$ cat config.mk
export PLATFORM = sky130hd
export DESIGN_NAME = distributed_mutex_request_arbiter
export DESIGN_NICKNAME = d
export VERILOG_FILES = /design/src/hdl/dmra_pkg.sv /design/src/hdl/distributed_mutex_request_arbiter.sv /design/src/hdl/dmra_ctrl.sv /design/src/hdl/dmra_datapath.sv
export SDC_FILE = /design/constraint.sdc
export NUM_CORES = 1
export LEC_CHECK = 0
export BUFFER_PORTS_ARGS = -buffer_cell sky130_fd_sc_hd__buf_2
export CAP_MARGIN = 5
export CORE_MARGIN = 2
export CORE_UTILIZATION = 40
export CTS_CLUSTER_SIZE = 10
export DETAILED_ROUTE_END_ITERATION = 12
export PLACE_DENSITY_LB_ADDON = 0.15
export SKIP_LAST_GASP = 1
export SYNTH_ARGS = -nofsm -noshare
export SYNTH_HDL_FRONTEND = slang
export SYNTH_HIERARCHICAL = 1
export SYNTH_SLANG_ARGS = --single-unit
export TNS_END_PERCENT = 5
$ cat constraint.sdc
create_clock -name clk -period 6.1 [get_ports clk]
set_input_delay 1.22 -clock clk [delete_from_list [all_inputs] [get_ports clk]]
set_output_delay 1.22 -clock clk [all_outputs]
set_load 0.02 [all_outputs]
$ cat src/hdl/dmra_pkg.sv
// ============================================================================
// dmra_pkg
// Types, codes and defaults shared by the mutex request arbiter modules.
// ============================================================================
package dmra_pkg;

    // Default sizing
    localparam int DEF_MAX_PROCS = 16;
    localparam int DEF_TIME_BITS = 16;

    // Configuration port
    localparam int CFG_IDX_W  = 1;
    localparam int CFG_DATA_W = 5;
    localparam logic [CFG_IDX_W-1:0] CFG_OWN_ID   = 1'd0;
    localparam logic [CFG_IDX_W-1:0] CFG_PROC_CNT = 1'd1;

    // Reset values of the configuration registers
    localparam logic [3:0] OWN_ID_RST   = 4'd1;
    localparam logic [4:0] PROC_CNT_RST = 5'd16;

    // Message codes
    localparam logic [2:0] OP_LOCAL_REQ    = 3'd0;
    localparam logic [2:0] OP_RELEASE      = 3'd1;
    localparam logic [2:0] OP_REMOTE_REQ   = 3'd2;
    localparam logic [2:0] OP_REMOTE_REPLY = 3'd3;
    localparam logic [2:0] OP_REMOTE_DONE  = 3'd4;

    // Node modes
    localparam logic [1:0] NODE_FREE = 2'd0;
    localparam logic [1:0] NODE_WAIT = 2'd1;
    localparam logic [1:0] NODE_BUSY = 2'd2;

    // Input beat
    typedef struct packed {
        logic [2:0]  mode;
        logic [3:0]  src_id;
        logic [15:0] msg_time;
        logic [15:0] req_time;
    } item_t;

    // Result beat
    typedef struct packed {
        logic       send_reply;
        logic [3:0] reply_to;
        logic       entered;
        logic       all_done;
        logic [1:0] mutex_mode;
        logic       last;
    } result_t;

    // Controller to datapath commands
    typedef struct packed {
        logic load;
        logic exec;
        logic scan;
    } ctl_cmd_t;

    // Datapath to controller status
    typedef struct packed {
        logic rel_scan;
        logic scan_last;
    } dp_sts_t;

endpackage

$ cat src/hdl/distributed_mutex_request_arbiter.sv
// The accepting edge loads the item; the result and its strobe are registered from execute.
// A release with k answerable deferred peers strobes k replies on consecutive cycles,
// the first comes in the cycle after other results would (the walker clears one mask
// bit per cycle). Busy holds through execute and the walk. Every other message gives one
// result; a new item is taken only once idle again. Results cannot be stalled. Async reset
// gives mode free, mask and counters clear, own_id 1, process_count 16.
// ============================================================================
// distributed_mutex_request_arbiter
// One node of Ricart-Agrawala mutual exclusion: request, defer and release.
// ============================================================================
module distributed_mutex_request_arbiter #(
    parameter int MAX_PROCS = dmra_pkg::DEF_MAX_PROCS,
    parameter int TIME_BITS = dmra_pkg::DEF_TIME_BITS
) (
    input  logic                            clk,
    input  logic                            rst_n,
    input  logic                            start,
    output logic                            busy,
    input  dmra_pkg::item_t                 item,
    output dmra_pkg::result_t               result,
    output logic                            result_stb,
    input  logic                            cfg_we,
    input  logic [dmra_pkg::CFG_IDX_W-1:0]  cfg_idx,
    input  logic [dmra_pkg::CFG_DATA_W-1:0] cfg_data
);

    dmra_pkg::ctl_cmd_t cmd;
    dmra_pkg::dp_sts_t  sts;

    // Sequencer
    dmra_ctrl u_ctrl (
        .clk   (clk),
        .rst_n (rst_n),
        .start (start),
        .busy  (busy),
        .sts   (sts),
        .cmd   (cmd)
    );

    // Node state and message handling
    dmra_datapath #(
        .MAX_PROCS (MAX_PROCS),
        .TIME_BITS (TIME_BITS)
    ) u_dp (
        .clk        (clk),
        .rst_n      (rst_n),
        .cfg_we     (cfg_we),
        .cfg_idx    (cfg_idx),
        .cfg_data   (cfg_data),
        .item       (item),
        .cmd        (cmd),
        .sts        (sts),
        .result     (result),
        .result_stb (result_stb)
    );

endmodule

$ cat src/hdl/dmra_ctrl.sv
// ============================================================================
// dmra_ctrl
// Sequencer: accept, execute, then walk deferred replies on a release.
// ============================================================================
module dmra_ctrl (
    input  logic              clk,
    input  logic              rst_n,
    input  logic              start,
    output logic              busy,
    input  dmra_pkg::dp_sts_t sts,
    output dmra_pkg::ctl_cmd_t cmd
);

    typedef enum logic [1:0] {
        ST_IDLE,
        ST_EXEC,
        ST_SCAN
    } state_t;

    state_t state_reg;
    logic   busy_reg;

    // State and registered busy
    always_ff @(posedge clk or negedge rst_n)
    begin
        if (!rst_n)
        begin
            state_reg <= ST_IDLE;
            busy_reg  <= 1'b0;
        end
        else
        begin
            case (state_reg)
                ST_IDLE:
                begin
                    if (start)
                    begin
                        state_reg <= ST_EXEC;
                        busy_reg  <= 1'b1;
                    end
                end
                ST_EXEC:
                begin
                    if (sts.rel_scan)
                    begin
                        state_reg <= ST_SCAN;
                    end
                    else
                    begin
                        state_reg <= ST_IDLE;
                        busy_reg  <= 1'b0;
                    end
                end
                ST_SCAN:
                begin
                    if (sts.scan_last)
                    begin
                        state_reg <= ST_IDLE;
                        busy_reg  <= 1'b0;
                    end
                end
                default:
                begin
                    state_reg <= ST_IDLE;
                    busy_reg  <= 1'b0;
                end
            endcase
        end
    end

    // Commands
    assign cmd.load = (state_reg == ST_IDLE) && start;
    assign cmd.exec = (state_reg == ST_EXEC);
    assign cmd.scan = (state_reg == ST_SCAN);
    assign busy     = busy_reg;

endmodule

$ cat src/hdl/dmra_datapath.sv
// ============================================================================
// dmra_datapath
// Node state, config registers, message handling and the reply walker.
// ============================================================================
module dmra_datapath #(
    parameter int MAX_PROCS = dmra_pkg::DEF_MAX_PROCS,
    parameter int TIME_BITS = dmra_pkg::DEF_TIME_BITS
) (
    input  logic                              clk,
    input  logic                              rst_n,
    input  logic                              cfg_we,
    input  logic [dmra_pkg::CFG_IDX_W-1:0]    cfg_idx,
    input  logic [dmra_pkg::CFG_DATA_W-1:0]   cfg_data,
    input  dmra_pkg::item_t                   item,
    input  dmra_pkg::ctl_cmd_t                cmd,
    output dmra_pkg::dp_sts_t                 sts,
    output dmra_pkg::result_t                 result,
    output logic                              result_stb
);

    localparam int CW = $clog2(MAX_PROCS);
    localparam int PW = CW + 1;
    localparam logic [CW-1:0] CNT_MAX = CW'(MAX_PROCS - 1);

    // Config and node state
    logic [3:0]           own_id_reg;
    logic [4:0]           proc_cnt_reg;
    logic [1:0]           node_mode_reg, node_mode_next;
    logic [TIME_BITS-1:0] own_time_reg, own_time_next;
    logic [MAX_PROCS-1:0] deferred_reg, deferred_next;
    logic [CW-1:0]        reply_cnt_reg, reply_cnt_next;
    logic [CW-1:0]        done_cnt_reg, done_cnt_next;

    // Payload registers
    dmra_pkg::item_t      item_reg;
    logic [MAX_PROCS-1:0] scan_reg, scan_next;
    dmra_pkg::result_t    result_reg, result_next;
    logic                 result_stb_reg, result_stb_next;

    // Derived values
    logic [PW-1:0]        pc_eff;
    logic [CW-1:0]        needed;
    logic [MAX_PROCS-1:0] rng_mask, pend, src_hit, scan_clr;
    logic                 src_out, wait_win, answer, entered;
    logic [TIME_BITS-1:0] mtime, rtime;
    logic [CW-1:0]        rc_bump, dc_bump, low_idx;

    // Effective process count and peers needed
    always_comb
    begin
        if (int'(proc_cnt_reg) > MAX_PROCS)
            pc_eff = PW'(MAX_PROCS);
        else
            pc_eff = PW'(proc_cnt_reg);
        if (pc_eff >= PW'(2))
            needed = CW'(pc_eff - PW'(2));
        else
            needed = '0;
    end

    // Answerable id range, sender decode, lowest pending id
    always_comb
    begin
        low_idx = '0;
        for (int j = 0; j < MAX_PROCS; j++)
        begin
            rng_mask[j] = (j != 0) && (PW'(j) < pc_eff);
            src_hit[j]  = (int'(item_reg.src_id) == j);
        end
        for (int j = MAX_PROCS - 1; j >= 0; j--)
        begin
            if (scan_reg[j])
                low_idx = CW'(j);
        end
    end

    assign pend     = deferred_reg & rng_mask;
    assign scan_clr = scan_reg & (scan_reg - MAX_PROCS'(1));
    assign src_out  = int'(item_reg.src_id) >= MAX_PROCS;
    assign mtime    = TIME_BITS'(item_reg.msg_time);
    assign rtime    = TIME_BITS'(item_reg.req_time);
    assign wait_win = (own_time_reg > mtime) ||
                      ((own_time_reg == mtime) && (own_id_reg > item_reg.src_id));
    assign rc_bump  = (reply_cnt_reg != CNT_MAX) ? reply_cnt_reg + CW'(1) : reply_cnt_reg;
    assign dc_bump  = (done_cnt_reg != CNT_MAX) ? done_cnt_reg + CW'(1) : done_cnt_reg;

    // Tie-break for a remote request
    always_comb
    begin
        if (src_out)
            answer = 1'b1;
        else if (node_mode_reg == dmra_pkg::NODE_WAIT)
            answer = wait_win;
        else
            answer = (node_mode_reg != dmra_pkg::NODE_BUSY);
    end

    // Message handling and reply walk
    always_comb
    begin
        node_mode_next  = node_mode_reg;
        own_time_next   = own_time_reg;
        deferred_next   = deferred_reg;
        reply_cnt_next  = reply_cnt_reg;
        done_cnt_next   = done_cnt_reg;
        scan_next       = scan_reg;
        result_next     = result_reg;
        result_stb_next = 1'b0;
        entered         = 1'b0;

        if (cmd.exec)
        begin
            result_next = '0;
            case (item_reg.mode)
                dmra_pkg::OP_LOCAL_REQ:
                begin
                    own_time_next  = rtime;
                    reply_cnt_next = '0;
                    if (needed == '0)
                    begin
                        node_mode_next = dmra_pkg::NODE_BUSY;
                        entered        = 1'b1;
                    end
                    else
                    begin
                        node_mode_next = dmra_pkg::NODE_WAIT;
                    end
                end
                dmra_pkg::OP_RELEASE:
                begin
                    deferred_next  = '0;
                    node_mode_next = dmra_pkg::NODE_FREE;
                    scan_next      = pend;
                end
                dmra_pkg::OP_REMOTE_REQ:
                begin
                    if (!answer)
                        deferred_next = deferred_reg | src_hit;
                    result_next.send_reply = answer;
                    result_next.reply_to   = answer ? item_reg.src_id : 4'd0;
                end
                dmra_pkg::OP_REMOTE_REPLY:
                begin
                    reply_cnt_next = rc_bump;
                    if ((node_mode_reg == dmra_pkg::NODE_WAIT) && (rc_bump >= needed))
                    begin
                        node_mode_next = dmra_pkg::NODE_BUSY;
                        entered        = 1'b1;
                    end
                end
                dmra_pkg::OP_REMOTE_DONE:
                begin
                    done_cnt_next = dc_bump;
                end
                default:
                begin
                end
            endcase
            result_next.entered    = entered;
            result_next.all_done   = (done_cnt_next >= needed);
            result_next.mutex_mode = node_mode_next;
            result_next.last       = 1'b1;
            // a release with pending replies reports from the walker instead
            result_stb_next = !sts.rel_scan;
        end
        else if (cmd.scan)
        begin
            result_next.send_reply = 1'b1;
            result_next.reply_to   = 4'(low_idx);
            result_next.entered    = 1'b0;
            result_next.all_done   = (done_cnt_reg >= needed);
            result_next.mutex_mode = node_mode_reg;
            result_next.last       = (scan_clr == '0);
            result_stb_next        = 1'b1;
            scan_next              = scan_clr;
        end
    end

    // Control state and config
    always_ff @(posedge clk or negedge rst_n)
    begin
        if (!rst_n)
        begin
            own_id_reg     <= dmra_pkg::OWN_ID_RST;
            proc_cnt_reg   <= dmra_pkg::PROC_CNT_RST;
            node_mode_reg  <= dmra_pkg::NODE_FREE;
            own_time_reg   <= '0;
            deferred_reg   <= '0;
            reply_cnt_reg  <= '0;
            done_cnt_reg   <= '0;
            result_stb_reg <= 1'b0;
        end
        else
        begin
            node_mode_reg  <= node_mode_next;
            own_time_reg   <= own_time_next;
            deferred_reg   <= deferred_next;
            reply_cnt_reg  <= reply_cnt_next;
            done_cnt_reg   <= done_cnt_next;
            result_stb_reg <= result_stb_next;
            if (cfg_we)
            begin
                case (cfg_idx)
                    dmra_pkg::CFG_OWN_ID:   own_id_reg   <= cfg_data[3:0];
                    dmra_pkg::CFG_PROC_CNT: proc_cnt_reg <= cfg_data;
                    default:                ;
                endcase
            end
        end
    end

    // Payload
    always_ff @(posedge clk)
    begin
        if (cmd.load)
            item_reg <= item;
        scan_reg   <= scan_next;
        result_reg <= result_next;
    end

    assign sts.rel_scan  = (item_reg.mode == dmra_pkg::OP_RELEASE) && (pend != '0);
    assign sts.scan_last = (scan_clr == '0);
    assign result        = result_reg;
    assign result_stb    = result_stb_reg;

endmodule

==> results by group <==
Run status
  – Outcome: complete, no violations

GRT
  – First-pass GRT wire length: approximately 22000 um
  – Largest net degree at the start of global routing: 55
  – Global route overflow: 0
  – Vias in the first global route: approximately 4400
  – Initial antenna violation count: 2
  – GRT Overall Usage: 17.70%

Run
  – Max Cap Viol: 0

Synthesis
  – Compound-Gate Fraction of Synth Area: 14.13%
  – Synthesized area per cell: 10.47 um^2
  – YS warnings: 6
  – Mux cell area share after synthesis: 2.683%
  – Post-synthesis sequential area ratio: 53.05%
  – Ys flop type: edfxtp_1
  – Number of distinct library cells after synthesis: 60
  – Main combinational cell family by area after synthesis: simple AND/OR/NAND/NOR gates
  – Post-Syn Instances: 588
  – Xor-xnor portion of the synthesized cell area: less than 1%
  – Post-synthesis simple-gate area fraction: 17.13%
  – Cell Area, Synth: 6156 um^2
  – Number of synthesized flops with an enable pin: 63
  – Yosys reg bits: about 120
  – Synth Net Count: 677
  – Adder-Cell Fraction of Synth Area: 8.618%
  – Ys async rst share: 45.76%

Power and ir drop
  – Peak supply drop: 0.2038 mV
  – Tot Pwr: 2647 uW
  – LEAKAGE: 0.003079 uW
  – PD cells: around 370 nW/um^2

Worst setup path
  – Crit path launch type: register
  – Crit-path max FO: 13
  – Crit Path Class: register to register
  – Worst Setup End Kind: register
  – Reg2reg path depth: 13
  – CP cell instances: nand2b_1 > inv_1 > ha_1 > nor2b_1 > o21ai_0 > a31o_2 > nand2_1 > ha_1 > nand2_1 > o21a_1 > nor3b_1 > o221ai_1 > and2_1
  – CP peak stage delay: roughly 650 ps
  – CP arrival: 3780 ps
  – Crit path required time: roughly 6300 ps
  – Worst path slowest cell: dfstp_2

Floorplan
  – Die Area: 16400 um^2
  – Starting Density: 40.64%
  – Chip height: 128.1 um
  – Chip Width: 128.1 um
  – I/O pin total: 61
  – Core ar.: 15150 um^2
  – Rows: 45

CTS
  – Clk sinks: 118
  – Clock Latency Late Sink: 420 ps
  – Root Driver: clkbuf_16
  – Cts hold-fix bufs: 0
  – Num CTS Buffers: 17
  – Register clock-pin slew on the reported worst setup and hold paths: approximately 50 ps
  – Postcts setup bufs: 0
  – H-tree Lvls: 4
  – Post_cts resized: 0
  – CTS tree: yes
  – CTS Buffer Depth: 2

Detailed routing
  – DR vias/cell: 5.395
  – Post-route ant nets: 0
  – Wirelength per Cell: 16.17 um
  – Drt drc: 0
  – DRT iter0 DRCs: 345
  – Total wire length: 13730 um
  – 1st-pass router iterations: 5
  – Vias: 4580

STA
  – Fmax: 277.1 MHz
  – Final TNS setup: 0 ps
  – Least-Margin Pin Slew: 1062 ps
  – Setup ws final: 2491 ps
  – Setup violations, final: 0
  – Period utilisation layout: 59.16%
  – Unrepaired setup endpoints after global routing: no
  – Final slew viol count: 0
  – Final hold vios: 0
  – Min cycle time layout: 3609 ps
  – Max Clock Skew: slightly above 9 ps
  – Slew HR: 28.80%

Finish
  – P&R area growth vs syn: 17.48%
  – Antenna Cells: 0
  – Commonest non-fill, non-tap cells in the layout: nand2_1 (109), edfxtp_1 (63), buf_2 (60), dfrtp_1 (52), ha_1 (40)
  – Non-Filler Instances: roughly 850
  – Most common cell after layout, fill and taps aside: nand2_1
  – Final Util: 47.75%
  – Fin nets: 739
  – Filler Cell Count: 1383
  – Layout cells sized above 1: around 18%

Worst hold path
  – Hold Crit Class: register to register
  – Worst Hold Depth: 2

Placed design
  – GP Congestion: roughly 0.86
  – Placement Setup Slack: 2579 ps
  – PortBufs: 60
  – DPL Wire Length: 9900 um
  – Placed Instances: roughly 820
==> power breakdown <==
| group | total, uW | internal, uW | switching [uW] |
|---|---|---|---|
| combinational | 559 | 240 | 319 |
| clock | 1030 | 688 | 344 |
| sequential | 1060 | 959 | 97.6 |
| total | 2650 | 1890 | 761 |
==> worst paths after layout <==
| path | slack [ps] | startpoint | end |
|---|---|---|---|
| max in group asynchronous | 4680 | rst_n | u_dp/own_time_reg[8] |
| min in group asynchronous | 940 | rst_n | u_ctrl/state_reg[1] |
| max | 2490 | u_dp/proc_cnt_reg[4] | u_dp/result[1] |
| min reg2reg | 440 | u_dp/rtime[13] | u_dp/own_time_reg[13] |
| min | 440 | u_dp/rtime[13] | u_dp/own_time_reg[13] |
| max reg2reg | 2490 | u_dp/proc_cnt_reg[4] | u_dp/result[1] |
==> metrics by stage <==
step | cell area [um^2] | hold slack (ps)
2_1_floorplan | 6156 | 414.6
3_3_place_gp | 6628 | 427.5
3_5_place_dp | 6628 | 426.6
4_1_cts | 7232 | 441.7
5_1_grt | 7232 | 465.0
6_report | 7232 | 437.3
==> worst max-delay path, delay by kind of cell, from the launching register on <==
| kind | cells | cell delay (ps) |
|---|---|---|
| DFF | 1 | 650 |
| adders and majority gates | 2 | 500 |
| AOI/OAI and AO/OA | 4 | 1060 |
| and+or+nand+nor | 6 | 1020 |
| buffers and inverters | 1 | 120 |
==> cells in the mapped netlist, types with 4 or more instances <==
library cell,number,area share (%)
nor3b_1,4,0.49
nor4_1,4,0.41
mux2_2,12,2.2
xnor2_1,5,0.71
nor2b_1,14,1.4
inv_1,33,2.0
a211o_1,5,0.71
ha_1,40,8.1
o21ai_0,33,2.7
nand2b_1,13,1.3
a22o_1,5,0.71
nor3_1,10,0.81
nand3_1,31,2.5
a21oi_1,20,1.6
clkbuf_1,18,1.1
dfrtp_1,52,21
nor2_1,20,1.2
a21o_1,4,0.49
o31ai_1,19,2.3
nand2_1,109,6.6
o41ai_1,4,0.57
o21a_1,7,0.85
nand4_1,5,0.51
o22ai_1,4,0.41
edfxtp_1,63,31
==> logic make-up after synthesis <==
kind of cell	after synthesis
flip-flops	118
multiplexers	15
adder cells (fa/ha/maj)	43
XOR/XNOR	5
buffers and inverters	54
AND/OR/NAND/NOR	224
AO/OA/AOI/OAI	129
==> routing by layer <==
layer | vias up | part of all wire [%] | GRT usage, %
li1 | 2264 | - | -
met1 | 2169 | 46 | 22.84
met2 | 132 | 47 | 28.37
met3 | 13 | 6.1 | 5.509
met4 | 2 | 1.1 | 6.012
met5 | - | 0.080 | 0
==> cell type report <==
class	instances	area (um^2)	share of cell area, %
clock buffers	21	450.4	6.228
clock inverters	9	153.9	2.128
inverters	34	127.6	1.765
multi-input cells	416	2676	37.01
flip-flops and latches	118	3266	45.16
well taps	188	235.2	3.253
repair buffers	63	322.8	4.464
No activity file was read; power rests on OpenSTA's default activity.
